$ cat config.mk
export PLATFORM = sky130hd
export DESIGN_NAME = csv_stream_tokenizer
export DESIGN_NICKNAME = d
export VERILOG_FILES = /design/src/sv/cst_pkg.sv /design/src/sv/csv_stream_tokenizer.sv /design/src/sv/cst_lexer.sv /design/src/sv/cst_drain.sv
export SDC_FILE = /design/constraint.sdc
export NUM_CORES = 1
export LEC_CHECK = 0
export BUFFER_PORTS_ARGS = -buffer_cell sky130_fd_sc_hd__clkbuf_2
export CAP_MARGIN = 5
export CORE_MARGIN = 5
export CORE_UTILIZATION = 50
export DETAILED_ROUTE_END_ITERATION = 8
export GPL_TIMING_DRIVEN = 0
export PLACE_DENSITY = 0.69
export SYNTH_ARGS = -nofsm -noshare
export SYNTH_HDL_FRONTEND = slang
export SYNTH_SLANG_ARGS = --single-unit
$ cat constraint.sdc
create_clock -name clock -period 3.3 [get_ports clock]
set_clock_uncertainty 0.2 [all_clocks]
set_input_delay 0.165 -clock clock [delete_from_list [all_inputs] [get_ports clock]]
set_output_delay 0.165 -clock clock [all_outputs]
set_load 0.05 [all_outputs]
$ cat src/sv/cst_pkg.sv
package cst_pkg;

   localparam logic [7:0] CH_CR     = 8'd13;
   localparam logic [7:0] CH_LF     = 8'd10;
   localparam logic [7:0] CH_COMMA  = 8'd44;
   localparam logic [7:0] CH_DQUOTE = 8'd34;

   // Configuration register indexes
   localparam logic [1:0] CSR_FIELD_SEP  = 2'd0;
   localparam logic [1:0] CSR_RECORD_SEP = 2'd1;
   localparam logic [1:0] CSR_QUOTE      = 2'd2;

   typedef enum logic [1:0] {
      TK_DATA   = 2'd0,
      TK_FIELD  = 2'd1,
      TK_RECORD = 2'd2,
      TK_ERROR  = 2'd3
   } tok_kind_type;

   typedef enum logic [4:0] {
      PH_START      = 5'b00001,
      PH_UNQUOTED   = 5'b00010,
      PH_QUOTED     = 5'b00100,
      PH_QUOTE_SEEN = 5'b01000,
      PH_AFTER_CR   = 5'b10000
   } phase_type;

   typedef struct packed {
      tok_kind_type kind;
      logic [7:0]   data;
   } token_type;

   // Up to three tokens caused by one text byte, filled from index 0
   typedef struct packed {
      logic [1:0]      count;
      token_type [2:0] tok;
   } tok_grp_type;

   typedef struct packed {
      phase_type phase;
      logic      held_cr;
   } lex_state_type;

   typedef struct packed {
      logic [7:0] field_sep;
      logic [7:0] record_sep;
      logic [7:0] quote;
   } cfg_type;

   // Append one token to a group; data is zero for non-data tokens
   function automatic tok_grp_type grp_push(tok_grp_type g, tok_kind_type k,
                                            logic [7:0] b);
      tok_grp_type r;
      r = g;
      if (g.count != 2'd3) begin
         r.tok[g.count].kind = k;
         r.tok[g.count].data = (k == TK_DATA) ? b : 8'd0;
         r.count             = g.count + 2'd1;
      end
      return r;
   endfunction

endpackage

$ cat src/sv/csv_stream_tokenizer.sv
// CSV tokenizer: one text byte per req transfer (with an end-of-text flag),
// zero to three tokens out per byte on rsp (data byte, field end, record
// end, unmatched-quote error), run_last set on each byte's final token.
// A byte passes the input register and the combinational lexer into the
// token group register before its first rsp token. While rsp_ready is
// high, bytes with at most one token stream at one per clock, and a byte
// with more holds the input side while the token register drains one token per
// cycle. Separator and quote bytes are set through csr and must be written
// by the user only while the block is idle; the block does not enforce it.
module csv_stream_tokenizer (
   input  logic       clock,
   input  logic       reset,
   // text bytes
   input  logic       req_valid,
   output logic       req_ready,
   input  logic [7:0] req_in_byte,
   input  logic       req_end_of_text,
   // tokens
   output logic       rsp_valid,
   input  logic       rsp_ready,
   output logic [1:0] rsp_token_kind,
   output logic [7:0] rsp_token_byte,
   output logic       rsp_run_last,
   // configuration writes
   input  logic       csr_valid,
   output logic       csr_ready,
   input  logic [1:0] csr_index,
   input  logic [7:0] csr_wdata
);
   import cst_pkg::*;

   logic          in_valid_ff, in_valid_in;
   logic [7:0]    in_byte_ff;
   logic          in_last_ff;
   lex_state_type state_ff, state_in;
   lex_state_type state_nxt;
   cfg_type       cfg_ff, cfg_in;
   tok_grp_type   grp;
   logic          ld_ready;
   logic          in_move;
   token_type     tok;

   // Configuration registers
   assign csr_ready = 1'b1;
   always_comb begin
      cfg_in = cfg_ff;
      if (csr_valid) begin
         unique case (csr_index)
            CSR_FIELD_SEP:  cfg_in.field_sep  = csr_wdata;
            CSR_RECORD_SEP: cfg_in.record_sep = csr_wdata;
            CSR_QUOTE:      cfg_in.quote      = csr_wdata;
            default:        cfg_in = cfg_ff;
         endcase
      end
   end

   // Input register: refills as soon as its byte's tokens load into the token group register
   assign in_move     = in_valid_ff && ld_ready;
   assign req_ready   = !in_valid_ff || in_move;
   assign in_valid_in = req_valid ? 1'b1 : (in_valid_ff && !in_move);

   assign state_in = in_move ? state_nxt : state_ff;

   always_ff @(posedge clock) begin
      if (reset) begin
         in_valid_ff       <= 1'b0;
         state_ff.phase    <= PH_START;
         state_ff.held_cr  <= 1'b0;
         cfg_ff.field_sep  <= CH_COMMA;
         cfg_ff.record_sep <= CH_LF;
         cfg_ff.quote      <= CH_DQUOTE;
      end else begin
         in_valid_ff <= in_valid_in;
         state_ff    <= state_in;
         cfg_ff      <= cfg_in;
      end
      if (req_valid && req_ready) begin
         in_byte_ff <= req_in_byte;
         in_last_ff <= req_end_of_text;
      end
   end

   cst_lexer u_lexer (
      .in_valid (in_valid_ff),
      .in_byte  (in_byte_ff),
      .in_last  (in_last_ff),
      .state    (state_ff),
      .cfg      (cfg_ff),
      .grp      (grp),
      .nxt      (state_nxt)
   );

   cst_drain u_drain (
      .clock     (clock),
      .reset     (reset),
      .ld_valid  (in_valid_ff),
      .ld_grp    (grp),
      .ld_ready  (ld_ready),
      .rsp_valid (rsp_valid),
      .rsp_ready (rsp_ready),
      .rsp_tok   (tok),
      .rsp_last  (rsp_run_last)
   );

   assign rsp_token_kind = 2'(tok.kind);
   assign rsp_token_byte = tok.data;

endmodule

$ cat src/sv/cst_lexer.sv
module cst_lexer (
   input  logic                   in_valid,
   input  logic [7:0]             in_byte,
   input  logic                   in_last,
   input  cst_pkg::lex_state_type state,
   input  cst_pkg::cfg_type       cfg,
   output cst_pkg::tok_grp_type   grp,
   output cst_pkg::lex_state_type nxt
);
   import cst_pkg::*;

   typedef struct packed {
      tok_grp_type grp;
      phase_type   phase;
      logic        held_cr;
   } lex_work_type;

   // Byte that closes a field: separator, or the byte after a closing quote
   function automatic lex_work_type end_field(lex_work_type w, logic [7:0] c,
                                              logic last, cfg_type cf);
      lex_work_type r;
      r = w;
      if (c == cf.record_sep) begin
         r.grp   = grp_push(r.grp, TK_RECORD, 8'd0);
         r.phase = PH_START;
      end else if (c == CH_CR && cf.record_sep == CH_LF) begin
         if (last) begin
            r.grp   = grp_push(r.grp, TK_RECORD, 8'd0);
            r.phase = PH_START;
         end else begin
            r.phase = PH_AFTER_CR;
         end
      end else begin
         r.grp   = grp_push(r.grp, TK_FIELD, 8'd0);
         r.phase = PH_START;
         if (last) begin
            r.grp = grp_push(r.grp, TK_RECORD, 8'd0);
         end
      end
      return r;
   endfunction

   // Byte inside an unquoted field
   function automatic lex_work_type unquoted(lex_work_type w, logic [7:0] c,
                                             logic last, cfg_type cf);
      lex_work_type r;
      r = w;
      if (c == cf.field_sep || c == cf.record_sep) begin
         r = end_field(r, c, last, cf);
      end else if (cf.record_sep == CH_LF && c == CH_CR) begin
         if (last) begin
            r.grp   = grp_push(r.grp, TK_DATA, CH_CR);
            r.grp   = grp_push(r.grp, TK_RECORD, 8'd0);
            r.phase = PH_START;
         end else begin
            // hold the CR until the next byte shows whether LF follows
            r.held_cr = 1'b1;
            r.phase   = PH_UNQUOTED;
         end
      end else begin
         r.grp   = grp_push(r.grp, TK_DATA, c);
         r.phase = PH_UNQUOTED;
         if (last) begin
            r.grp   = grp_push(r.grp, TK_RECORD, 8'd0);
            r.phase = PH_START;
         end
      end
      return r;
   endfunction

   lex_work_type w;

   // One byte through the lexer: tokens plus next state
   always_comb begin
      w.grp     = '0;
      w.phase   = state.phase;
      w.held_cr = state.held_cr;
      unique case (state.phase)
         PH_UNQUOTED: begin
            if (state.held_cr && in_byte == CH_LF) begin
               w.held_cr = 1'b0;
               w.grp     = grp_push(w.grp, TK_RECORD, 8'd0);
               w.phase   = PH_START;
            end else begin
               if (state.held_cr) begin
                  w.held_cr = 1'b0;
                  w.grp     = grp_push(w.grp, TK_DATA, CH_CR);
               end
               w = unquoted(w, in_byte, in_last, cfg);
            end
         end
         PH_QUOTED: begin
            if (in_byte == cfg.quote) begin
               if (in_last) begin
                  w.grp   = grp_push(w.grp, TK_RECORD, 8'd0);
                  w.phase = PH_START;
               end else begin
                  w.phase = PH_QUOTE_SEEN;
               end
            end else if (in_last) begin
               w.grp   = grp_push(w.grp, TK_ERROR, 8'd0);
               w.phase = PH_START;
            end else begin
               w.grp = grp_push(w.grp, TK_DATA, in_byte);
            end
         end
         PH_QUOTE_SEEN: begin
            if (in_byte == cfg.quote) begin
               if (in_last) begin
                  w.grp   = grp_push(w.grp, TK_ERROR, 8'd0);
                  w.phase = PH_START;
               end else begin
                  w.grp   = grp_push(w.grp, TK_DATA, in_byte);
                  w.phase = PH_QUOTED;
               end
            end else begin
               w = end_field(w, in_byte, in_last, cfg);
            end
         end
         PH_AFTER_CR: begin
            w.phase = PH_START;
            if (in_byte == CH_LF) begin
               w.grp = grp_push(w.grp, TK_RECORD, 8'd0);
            end else begin
               w.grp = grp_push(w.grp, TK_FIELD, 8'd0);
               if (in_last) begin
                  w.grp = grp_push(w.grp, TK_RECORD, 8'd0);
               end
            end
         end
         default: begin
            // field start, and any unused phase code
            w.held_cr = 1'b0;
            if (in_byte == cfg.quote) begin
               if (in_last) begin
                  w.grp   = grp_push(w.grp, TK_ERROR, 8'd0);
                  w.phase = PH_START;
               end else begin
                  w.phase = PH_QUOTED;
               end
            end else begin
               w = unquoted(w, in_byte, in_last, cfg);
            end
         end
      endcase
      // end of text: the next byte begins a new text
      if (in_last) begin
         w.phase   = PH_START;
         w.held_cr = 1'b0;
      end
   end

   // An empty input slot yields no tokens and keeps the state
   assign grp         = in_valid ? w.grp : '0;
   assign nxt.phase   = in_valid ? w.phase : state.phase;
   assign nxt.held_cr = in_valid ? w.held_cr : state.held_cr;

endmodule

$ cat src/sv/cst_drain.sv
module cst_drain (
   input  logic                 clock,
   input  logic                 reset,
   input  logic                 ld_valid,
   input  cst_pkg::tok_grp_type ld_grp,
   output logic                 ld_ready,
   output logic                 rsp_valid,
   input  logic                 rsp_ready,
   output cst_pkg::token_type   rsp_tok,
   output logic                 rsp_last
);
   import cst_pkg::*;

   tok_grp_type grp_ff, grp_in;
   logic [1:0]  idx_ff, idx_in;
   logic        valid_ff, valid_in;
   logic        at_last;

   assign at_last  = (idx_ff == 2'(grp_ff.count - 2'd1));
   // A new group may load once the current one hands off its final token
   assign ld_ready = !valid_ff || (rsp_ready && at_last);

   // Group register and token pointer
   always_comb begin
      grp_in   = grp_ff;
      idx_in   = idx_ff;
      valid_in = valid_ff;
      if (ld_valid && ld_ready) begin
         grp_in   = ld_grp;
         idx_in   = 2'd0;
         valid_in = (ld_grp.count != 2'd0);
      end else if (valid_ff && rsp_ready) begin
         // final token leaves with nothing loading behind it
         if (at_last) begin
            valid_in = 1'b0;
         end else begin
            idx_in = idx_ff + 2'd1;
         end
      end
   end

   always_ff @(posedge clock) begin
      if (reset) begin
         valid_ff <= 1'b0;
         idx_ff   <= 2'd0;
      end else begin
         valid_ff <= valid_in;
         idx_ff   <= idx_in;
      end
      grp_ff <= grp_in;
   end

   assign rsp_valid = valid_ff;
   assign rsp_tok   = grp_ff.tok[idx_ff];
   assign rsp_last  = at_last;

endmodule

==> metrics.txt <==
status=completed; post-route setup slack=0.2832 ns; Fin. Hold Viols=0; Placeable Area=0.007727 mm2; DR iter-0 viols=283; Crit. Startpoint=in_last_ff$_DFFE_PP_; vias in the first global route=3221; area occupied by multi-input gates=0.002095 mm2; Ports=38; pin count of the biggest net entering global routing=23; Routed Antenna Nets=0; Synth Area in Compound Gates=14.79%; CTS tree=yes; worst reg-to-reg setup slack=0.28 ns; largest family of logic cells by synthesized area=simple AND/OR/NAND/NOR gates; worst hold path class=input pin to flop; post-route cell area=0.004701 mm2; Root Driver=clkbuf_8; Final Net Count=512; Post-Syn Area=0.003985 mm2; Sequential Area=0.001642 mm2; H-tree Lvls=3; number of synthesized flops with an enable pin=32; 1st-pass router iterations=5; VDD IR max=0.0003400 V; Worst-Margin Slew=1.118 ns; Post-Synth Simple-Gate Area=21.22%; Sink Count=66; clk buf depth=2; Die X=99.28 um; placed cell area=0.004305 mm2; post-synth top area share=24.11%; Yosys reg bits=66; pre-CTS setup slack=0.3161 ns; PwrDens=418.0 mW/mm2; Synthesis Warnings=0; routed length per instance=16.60 um; Slew headroom=25.45%; die area=0.009856 mm2; grt ovf=0; post-synthesis xor/xnor area fraction=7.096%; synthesized area per cell=9.603 um2; WL final=9742 um; later-pin clock latency in the skew report=0.35 ns; Fill cells=668; Overall Global Routing Usage=20.85%; crit end category=flop; Synth area leader=edfxtp_1; async set-reset flop share out of synthesis=0%; sequential cell area fraction in the yosys report=41.19%; setup violators final=0; CP startpoint kind=flop; dominant cells by area after synthesis=edfxtp_1 24%, dfxtp_1 17%, mux2i_1 6.8%; gpl congestion=0.9402; ys flop type=dfxtp_1; vias=3351; hold path depth=4; Inserted Clock Buffers=9; mux cell area share after synthesis=6.782%; RSZ-0062 raised after global routing=false; Area growth syn-to-layout=17.96%; leakage=1.872 nW; final core occ=60.83%; Slew Viols, Final=0; WS Path Type=flop to flop; net count after synthesis=447; buffer count from post-CTS setup fixing=0; Die Span Y=99.28 um; number of remaining DRC errors=0; initial antenna violation count=0; Peak Freq=331.5 MHz; row count=32; hold path startpoint=csr_index[1]; setup TNS=0 ns; minimum clock period=3.017 ns; Adder-Cell Fraction of Synth Area=2.512%; DPL Wire Length=6966 um; Synth cell types=69; Worst Reg-to-Reg Cells=10; Port-buffer cells=35; vias per inst=5.709; max-cap viol count=0; ANT cells=0; FF-to-FF Start=in_last_ff$_DFFE_PP_; final cycle utilization of the critical path=91.42%; starting density of the core=51.57%; layout cell share with drive strength beyond 1=18.56%; Clk pin slew, worst setup/hold paths=0.07 ns; first-pass GRT wire length=16320 um; CP arrival=2.91 ns; WP data required=3.20 ns; Post-CTS Resized=0; CP Max Fanout=13; Mapped Cells=415
## layout make-up
type	count	area share, %
Tap cell	102	2.715
Timing Repair Buffer	54	7.879
Sequential cell	66	34.92
Buffer	32	4.312
Inverter	13	1.038
Clock buffer	11	3.327
Multi-Input combinational cell	304	44.56
Clock inverter	5	1.251
## cell families after synthesis
logic type	count (synthesis)
other	1
DFF	66
and+or+nand+nor	156
adders and majority gates	8
muxes	27
buffers and inverters	45
xor gates and xnor gates	28
AOI/OAI and AO/OA	84
## final timing paths
path,end
setup / recovery,u_drain.grp_ff[30]$_DFFE_PP_
hold / removal,cfg_ff[18]$_SDFFE_PP1P_
setup reg to reg,u_drain.grp_ff[30]$_DFFE_PP_
hold reg to reg,cfg_ff[11]$_SDFFE_PP1P_
## routing by layer
metal / GRT usage, % / wire, um / vias to the layer above
met5: 0 / 0 / -
met4: 7.563 / 220 / 0
met3: 3.997 / 563 / 26
met2: 33.83 / 4651 / 114
met1: 27.70 / 4308 / 1574
li1: - / - / 1637
## what timing repair did
item / in CTS / in global routing
hold buffers: 18 / 0
endpoints found under the setup margin: 0 / 0
hold endpoints to repair: 33 / 0
## layout by cell type (no fill, tap or decap), drive strengths merged, types with 13 or more instances in the layout
cell type    instances
inv                 15
clkbuf              58
nand2               23
buf                 21
dlygate4sd3         18
o21ai               18
xnor2               18
a21oi               22
mux2i               27
nand3               13
edfxtp              32
nor2                55
dfxtp               34
## power by group
group / switching [mW] / internal (mW) / total (mW)
registers: 0.0221 / 0.900 / 0.922
clock network: 0.330 / 0.406 / 0.736
logic: 0.188 / 0.119 / 0.307
## state kept, by name, summed over array words and instances, names as in the netlist
| register | count |
|---|---|
| u_drain.rsp_valid | 1 |
| u_drain.grp_ff | 23 |
| cfg_ff | 24 |
| u_drain.idx_ff | 2 |
| in_valid_ff | 1 |
| in_last_ff | 1 |
| in_byte_ff | 8 |
| state_ff | 6 |
## cell usage after synthesis, drive strengths merged, types with 2 or more instances
cell      n
a211o     9
a211oi    2
a21o      2
a21oi    22
a311o     2
a31o      2
and2      6
and3      8
buf      20
clkbuf   12
dfxtp    34
edfxtp   32
ha        8
inv      13
mux2i    27
nand2    23
nand3    13
nand3b    5
nand4     8
nor2     55
nor2b     8
nor3      9
nor4      7
o2111ai   2
o211ai    2
o21ai    18
o21bai    2
o22ai     2
o31ai     2
o32a      2
o32ai     3
or2       3
or3       3
or4       2
xnor2    18
xor2     10
## worst max-delay path, stage by stage (launching register included)
cell and delay, ns:
edfxtp_1 0.50, clkbuf_1 0.26, inv_1 0.12, clkbuf_1 0.47
ha_1 0.34, inv_1 0.07, a311o_1 0.14, o21ai_0 0.10
a221o_1 0.34, a21oi_2 0.16, nor2_1 0.05
## per-stage QoR
stage,cells,hold WS [ns],power (mW)
5_1_grt,587,0.007651,2.051
2_1_floorplan,415,0.06387,1.153
4_1_cts,587,0.002794,1.977
3_3_place_gp,552,0.1428,1.223
6_report,587,0.005164,1.965
3_5_place_dp,553,0.1436,1.230
No activity file was read; power rests on OpenSTA's default activity.
